===== src/hw/rtl/sps_pkg.sv =====
// Shared types, constants and codes for the sparse polynomial combine block.
package sps_pkg;

	// Capacity default and key layout
	localparam int MAX_TERMS_DEF = 64;
	localparam int MAX_DIMS      = 4;
	localparam int EXP_BITS      = 8;

	// Register indexes of the configuration port
	localparam logic REG_SCALE = 1'b0;
	localparam logic REG_DIMS  = 1'b1;
	localparam logic [2:0] DIMS_RESET = 3'd4;

	// IEEE double constants
	localparam logic [62:0] SMALL_LIMIT = 63'h3D06849B86A12B9B; // 1e-14
	localparam logic [62:0] INF_MAG     = 63'h7FF0000000000000;
	localparam logic [63:0] DEFAULT_NAN = 64'hFFF8000000000000;

	// Working mantissa width of the floating-point unit
	localparam int FW = 110;

	typedef enum logic [1:0] {
		FOP_MUL = 2'b01,
		FOP_ADD = 2'b10
	} fpu_op_t;

	typedef enum logic [5:0] {
		F_IDLE   = 6'b000001,
		F_MUL    = 6'b000010,
		F_ALIGN  = 6'b000100,
		F_ADDSUB = 6'b001000,
		F_NORM   = 6'b010000,
		F_ROUND  = 6'b100000
	} fpu_state_t;

	typedef enum logic [9:0] {
		S_IDLE     = 10'b0000000001,
		S_SCALE    = 10'b0000000010,
		S_MUL      = 10'b0000000100,
		S_CHECK    = 10'b0000001000,
		S_SCAN_RD  = 10'b0000010000,
		S_SCAN_CMP = 10'b0000100000,
		S_ADD      = 10'b0001000000,
		S_TAIL     = 10'b0010000000,
		S_EMIT_RD  = 10'b0100000000,
		S_EMIT_CHK = 10'b1000000000
	} ctrl_state_t;

	typedef struct packed {
		logic [63:0] coeff_bits;
		logic [31:0] exponent_key;
		logic        from_second;
		logic        last_term;
	} in_t;

	typedef struct packed {
		logic [63:0] sum_bits;
		logic [31:0] key_out;
		logic        final_term;
		logic        is_empty;
		logic        overflowed;
	} out_t;

	// Controller to datapath
	typedef struct packed {
		logic load;
		logic mul_go;
		logic take_mul;
		logic idx_clr;
		logic idx_inc;
		logic rd;
		logic append;
		logic set_ovf;
		logic add_go;
		logic writeback;
		logic emit_take;
		logic flush;
	} cmd_t;

	// Datapath to controller
	typedef struct packed {
		logic fpu_done;
		logic second;
		logic last;
		logic tiny;
		logic at_end;
		logic full;
		logic match;
	} sts_t;

endpackage


===== src/hw/rtl/sps_ctrl.sv =====
// Controller: sequences scaling, slot scan, accumulate and emission per term.
module sps_ctrl (
	input  logic          clk,
	input  logic          arst_n,
	input  logic          start,
	input  sps_pkg::sts_t sts,
	output sps_pkg::cmd_t cmd,
	output logic          busy
);

	sps_pkg::ctrl_state_t state_q, state_d;
	logic                 flush_q;

	always_comb begin
		state_d = state_q;
		cmd     = '0;
		unique case (state_q)
			sps_pkg::S_IDLE: begin
				if (flush_q) begin
					cmd.flush = 1'b1;
				end else if (start) begin
					cmd.load = 1'b1;
					state_d  = sps_pkg::S_SCALE;
				end
			end
			sps_pkg::S_SCALE: begin
				if (sts.second) begin
					cmd.mul_go = 1'b1;
					state_d    = sps_pkg::S_MUL;
				end else begin
					state_d = sps_pkg::S_CHECK;
				end
			end
			sps_pkg::S_MUL: begin
				if (sts.fpu_done) begin
					cmd.take_mul = 1'b1;
					state_d      = sps_pkg::S_CHECK;
				end
			end
			sps_pkg::S_CHECK: begin
				cmd.idx_clr = 1'b1;
				state_d = sts.tiny ? sps_pkg::S_TAIL : sps_pkg::S_SCAN_RD;
			end
			sps_pkg::S_SCAN_RD: begin
				if (sts.at_end) begin
					cmd.append  = !sts.full;
					cmd.set_ovf = sts.full;
					state_d     = sps_pkg::S_TAIL;
				end else begin
					cmd.rd  = 1'b1;
					state_d = sps_pkg::S_SCAN_CMP;
				end
			end
			sps_pkg::S_SCAN_CMP: begin
				if (sts.match) begin
					cmd.add_go = 1'b1;
					state_d    = sps_pkg::S_ADD;
				end else begin
					cmd.idx_inc = 1'b1;
					state_d     = sps_pkg::S_SCAN_RD;
				end
			end
			sps_pkg::S_ADD: begin
				if (sts.fpu_done) begin
					cmd.writeback = 1'b1;
					state_d       = sps_pkg::S_TAIL;
				end
			end
			sps_pkg::S_TAIL: begin
				cmd.idx_clr = 1'b1;
				state_d = sts.last ? sps_pkg::S_EMIT_RD : sps_pkg::S_IDLE;
			end
			sps_pkg::S_EMIT_RD: begin
				if (sts.at_end) begin
					state_d = sps_pkg::S_IDLE;
				end else begin
					cmd.rd  = 1'b1;
					state_d = sps_pkg::S_EMIT_CHK;
				end
			end
			sps_pkg::S_EMIT_CHK: begin
				cmd.emit_take = 1'b1;
				cmd.idx_inc   = 1'b1;
				state_d       = sps_pkg::S_EMIT_RD;
			end
			default: state_d = sps_pkg::S_IDLE;
		endcase
	end

	// Hold busy through the closing beat of a run
	always_ff @(posedge clk or negedge arst_n) begin
		if (!arst_n) begin
			state_q <= sps_pkg::S_IDLE;
			flush_q <= 1'b0;
		end else begin
			state_q <= state_d;
			if (state_q == sps_pkg::S_EMIT_RD && sts.at_end)
				flush_q <= 1'b1;
			else if (state_q == sps_pkg::S_IDLE)
				flush_q <= 1'b0;
		end
	end

	assign busy = (state_q != sps_pkg::S_IDLE) || flush_q;

endmodule


===== config.mk =====
export PLATFORM = sky130hd
export DESIGN_NAME = sps_ctrl
export DESIGN_NICKNAME = d
export VERILOG_FILES = /design/src/hw/rtl/sps_pkg.sv /design/src/hw/rtl/sps_ctrl.sv
export SDC_FILE = /design/constraint.sdc
export NUM_CORES = 1
export LEC_CHECK = 0
export ABC_AREA = 1
export BUFFER_PORTS_ARGS = -buffer_cell sky130_fd_sc_hd__buf_2
export CORE_UTILIZATION = 45
export CTS_CLUSTER_DIAMETER = 50
export DETAILED_ROUTE_END_ITERATION = 6
export PLACE_DENSITY_LB_ADDON = 0.05
export SETUP_SLACK_MARGIN = 0.3
export SYNTH_ARGS = -nofsm -noshare
export SYNTH_HDL_FRONTEND = slang
export SYNTH_SLANG_ARGS = --single-unit
export TNS_END_PERCENT = 30

===== constraint.sdc =====
create_clock -name clk -period 1.2 [get_ports clk]
set_input_delay 0.12 -clock clk [delete_from_list [all_inputs] [get_ports clk]]
set_output_delay 0.12 -clock clk [all_outputs]
set_load 0.03 [all_outputs]

== After elaboration in Yosys (flattened, before gate mapping) ==
Cells that the tools add are included.

* Flip-flop bits (word level): 11
* Latch bits: 0
* Memory bits (writable): 0
* Memory bits (read-only): 0
* Output and inout port bits: 13
* Logic and storage cells: 57
* Memories: 0

* Add/subtract/negate cells: 0
* Multiply operators: 0
* Div/mod/pow operators: 0
* Order comparisons: 0
* Equality and inequality tests: 15
* Shift operators: 0
* Muxes and demuxes: 33
* Bitwise operators: 0
* Reductions and logical operators: 7

{| class="wikitable"
|+ Operators by type and width
! operator !! count
|-
| one-hot mux 10 bit (10 select lines) || 1
|-
| two-way mux 10 bit || 5
|-
| two-way mux 1 bit || 19
|-
| two-way mux 8 bit || 2
|-
| == test 10 x 1 -> 1 bit (second input constant) || 1
|-
| == test 10 bit (second input constant) || 1
|-
| == test 10 x 2 -> 1 bit (second input constant) || 1
|-
| == test 10 x 3 -> 1 bit (second input constant) || 1
|-
| == test 10 x 4 -> 1 bit (second input constant) || 1
|-
| == test 10 x 5 -> 1 bit (second input constant) || 1
|-
| == test 10 x 6 -> 1 bit (second input constant) || 1
|-
| == test 10 x 7 -> 1 bit (second input constant) || 1
|-
| == test 10 x 8 -> 1 bit (second input constant) || 1
|-
| == test 10 x 9 -> 1 bit (second input constant) || 1
|-
| != test 10 x 1 -> 1 bit (second input constant) || 1
|-
| two-way mux 9 bit || 1
|-
| != test 2 bit (second input constant) || 4
|-
| two-way mux 7 bit || 1
|-
| two-way mux 2 bit || 2
|-
| two-way mux 4 bit || 1
|-
| AND reduction 4 bit || 1
|-
| OR reduction 2 bit || 2
|-
| one-hot mux 1 bit (2 select lines) || 1
|-
| nonzero test 2 bit || 1
|-
| other kinds (3) || 3
|}

== Logic depth before layout (Yosys ltp) ==
* Depth after elaboration: 3
* Gate-level depth with buffers: 9
* Mapped depth without buffers: 9

== Least setup slack after synthesis ==
No wires, ideal clock.

* Kind: register to output
* Start: reg state_q[9]
* End: out cmd[11] in the netlist's numbering
* Data arrival time: 1.606 ns
* Required time: 1.080 ns
* Path slack: -0.526 ns
* Stages on the path, launching flop included: 6
* Buffers on the path: 0
* Cells stage by stage: dfrtp_1 > nor2_4 > nand2_2 > nor2_2 > nand3_1 > nor2_1

{| class="wikitable"
|+ RTL lines
! item !! line !! RTL
|-
| start, declared || sps_ctrl.sv:11 || <nowiki>sps_pkg::ctrl_state_t state_q, state_d;</nowiki>
|-
| start signal, assigned || sps_ctrl.sv:93 || <nowiki>state_q <= sps_pkg::S_IDLE;</nowiki>
|-
| start signal, assigned || sps_ctrl.sv:96 || <nowiki>state_q <= state_d;</nowiki>
|-
| end, declared || sps_ctrl.sv:7 || <nowiki>output sps_pkg::cmd_t cmd,</nowiki>
|}

==> flow_summary.ini <==
[outcome]
status = complete, but fails checks
violations = setup timing

[critical_path]
path_cells = nor2_4 -> nand2_4 -> nor2_4 -> nand2_4 -> a21oi_4 -> buf_6
path_class = flip-flop to output pin
critPathArrivalTime_ns = 1.56
cp.required_ns = 1.08
slowest_stage = dfrtp_1
cp-start-kind = flip-flop
cp-end-kind = output pin
slowest_delay_ns = 0.43
cp_max_fo = 6
r2r_slack_ns = -0.38

[logic_synthesis]
syn_avg_cell_area_um2 = 6.354
yosys_warnings = 0
synth_seq_cells = 11
syn_inst = 128
ys_types = 17
ys_seq_area_frac = 0.3400
syn-cell-area_um2 = 813.3
synth_nets = 138

[global_route]
grt_overflow = 0
grt_pass1_vias = 968
antenna_found_initial = 0
grt_usage = 0.2976
grt_max_degree = 12
grt_pass1_wl_um = 4188

[power]
p_leak_nw = 0.7662
totalPowerFinal_mw = 2.144
powerDensity_mw_per_mm2 = 1521
ir_worst_vdd_mv = 1.142

[place]
dp.final_hpwl_um = 1750
dp_worst_setup_slack_ns = -0.2703
portBuffers = 22
place_congestion = 0.8276

[layout]
drive_gt1_frac = 0.5225
antenna_cells = 0
final_core_util = 0.8846
fillCellCount = 87
finalNetCount = 189
area_delta_synth_final_pct = 73.38

[drt]
drc = 0
antenna_left = 0
drtIter0Drc = 51
viasPerCell = 5.337
drtPass1Iterations = 4
vias = 1078
finalWirelength_um = 3046
wl_per_cell_um = 15.08

[sta]
period_share = 1.397
min_period_ns = 1.677
fin_ws_ns = -0.4769
grt_setup_unrepaired = true
max_slew_margin = 0.7321
worst_slew_pin_slew_ns = 0.4003
setup_tns_ns = -7.622
hold_viol_final = 0
setup_viol = 23
fin_hold_ws_ns = 0.05350
fmax_ghz = 0.5964
slew_viol_final = 0
skew_ns = 0.001331

[floorplan]
initial_core_util = 0.5102
fp.dieH_um = 44.51
fp.dieW_um = 44.51
row_count = 14
ioPinCount = 23
fp.dieArea_mm2 = 0.001981
coreArea_mm2 = 0.001594

[clock_network]
cts_buffers = 3
clock_latency_ns = 0.28
cts.sinks = 11
clk_pin_slew_ns = 0.08
htree_levels = 1
cts_tree = built
clk_path_buf_depth = 2
cts_root_buf = clkbuf_4

[worst_hold_path]
hp-class = primary input to flip-flop

[flow_run]
cap_violations = 0
sequential cells by signal (all words and copies together) (netlist names):
| name | flops |
|---|---|
| state_q | 10 |
| flush_q | 1 |
synth_stat cells (all sizes together):
library cell / instances / area, um2
a21oi: 2 / 10.01
o22ai: 1 / 6.260
dfrtp: 10 / 250.2
dfstp: 1 / 26.28
inv: 21 / 78.83
nor3: 1 / 5.000
or2: 1 / 6.260
a31oi: 1 / 6.260
o21ai: 3 / 15.01
nand4: 2 / 12.51
nand3: 12 / 65.06
nand2: 37 / 161.4
nor2: 36 / 170.2
repair_timing:
action / CTS / global route
hold endpoints to repair: 11 / 0
endpoints found under the setup margin: 24 / 24
hold buffers: 1 / 0
setup buffers: 5 / 2
gates resized for setup: 41 / 4
pin swaps: 7 / 7
power breakdown:
group	switching, mW	leakage [nW]	internal, mW
sequential	0.0620	0.149	0.434
clock	0.150	0.0177	0.124
combinational	0.867	0.600	0.507
cells by family after synthesis:
| family | Yosys count | share of synthesized area |
|---|---|---|
| flops | 11 | 0.3400 |
| compound gates | 7 | 0.04616 |
| simple gates | 89 | 0.5169 |
| buf+inv | 21 | 0.09693 |
path summary, 6_finish.rpt:
| check | startpoint | end | depth (start not counted) |
|---|---|---|---|
| worst max-delay path | state_q[1] | cmd[6] | 6 |
| worst min-delay path | sts[3] | state_q[4] | 2 |
| worst max register to register | state_q[8] | state_q[0] | 10 |
| worst min register to register | flush_q | flush_q | 2 |
| max in group asynchronous | arst_n | state_q[0] | 2 |
| min in group asynchronous | arst_n | state_q[9] | 2 |
worst max-delay path, delay by kind of cell, from the launching register on:
family                 cells  cell delay [ns]
and+or+nand+nor            4             0.54
DFF                        1             0.43
AOI/OAI and AO/OA          1             0.16
buffers and inverters      1             0.14
routing by layer:
layer  vias to the layer above  GRT usage  wire length [um]
met3                        11    0.07347               255
li1                        494          -                 -
met5                         -          0                 0
met4                         0     0.1030                74
met2                        69     0.5206              1539
met1                       504     0.3529              1176
cells in the final DEF, fill, tap and decap left out, drive strengths merged:
master / netlist / routed
clkbuf: 0 / 3
nand3: 12 / 12
o21ai: 3 / 3
dfrtp: 10 / 10
clkinv: 0 / 1
nor3: 1 / 1
or2: 1 / 1
inv: 21 / 21
dfstp: 1 / 1
o22ai: 1 / 1
nand4: 2 / 2
a31oi: 1 / 1
buf: 0 / 45
dlygate4sd3: 0 / 1
nor2: 36 / 36
nand2: 37 / 37
a21oi: 2 / 2
cell type report:
| cell class | count | area, um2 | area share |
|---|---|---|---|
| clock buffer | 3 | 22.52 | 0.01597 |
| clock inverter | 1 | 5.005 | 0.003549 |
| inverter | 21 | 78.83 | 0.05590 |
| multi-input combinational | 96 | 630.6 | 0.4472 |
| sequential | 11 | 276.5 | 0.1961 |
| tap | 24 | 30.03 | 0.02130 |
| timing repair buffer | 46 | 366.6 | 0.2600 |
metrics by stage:
step	area, um2	cells
after floorplan	903.4	128
after global placement	1164	190
after detailed placement	1164	190
after CTS	1378	200
after global routing	1410	202
final	1410	202
No activity file was read; power rests on OpenSTA's default activity.
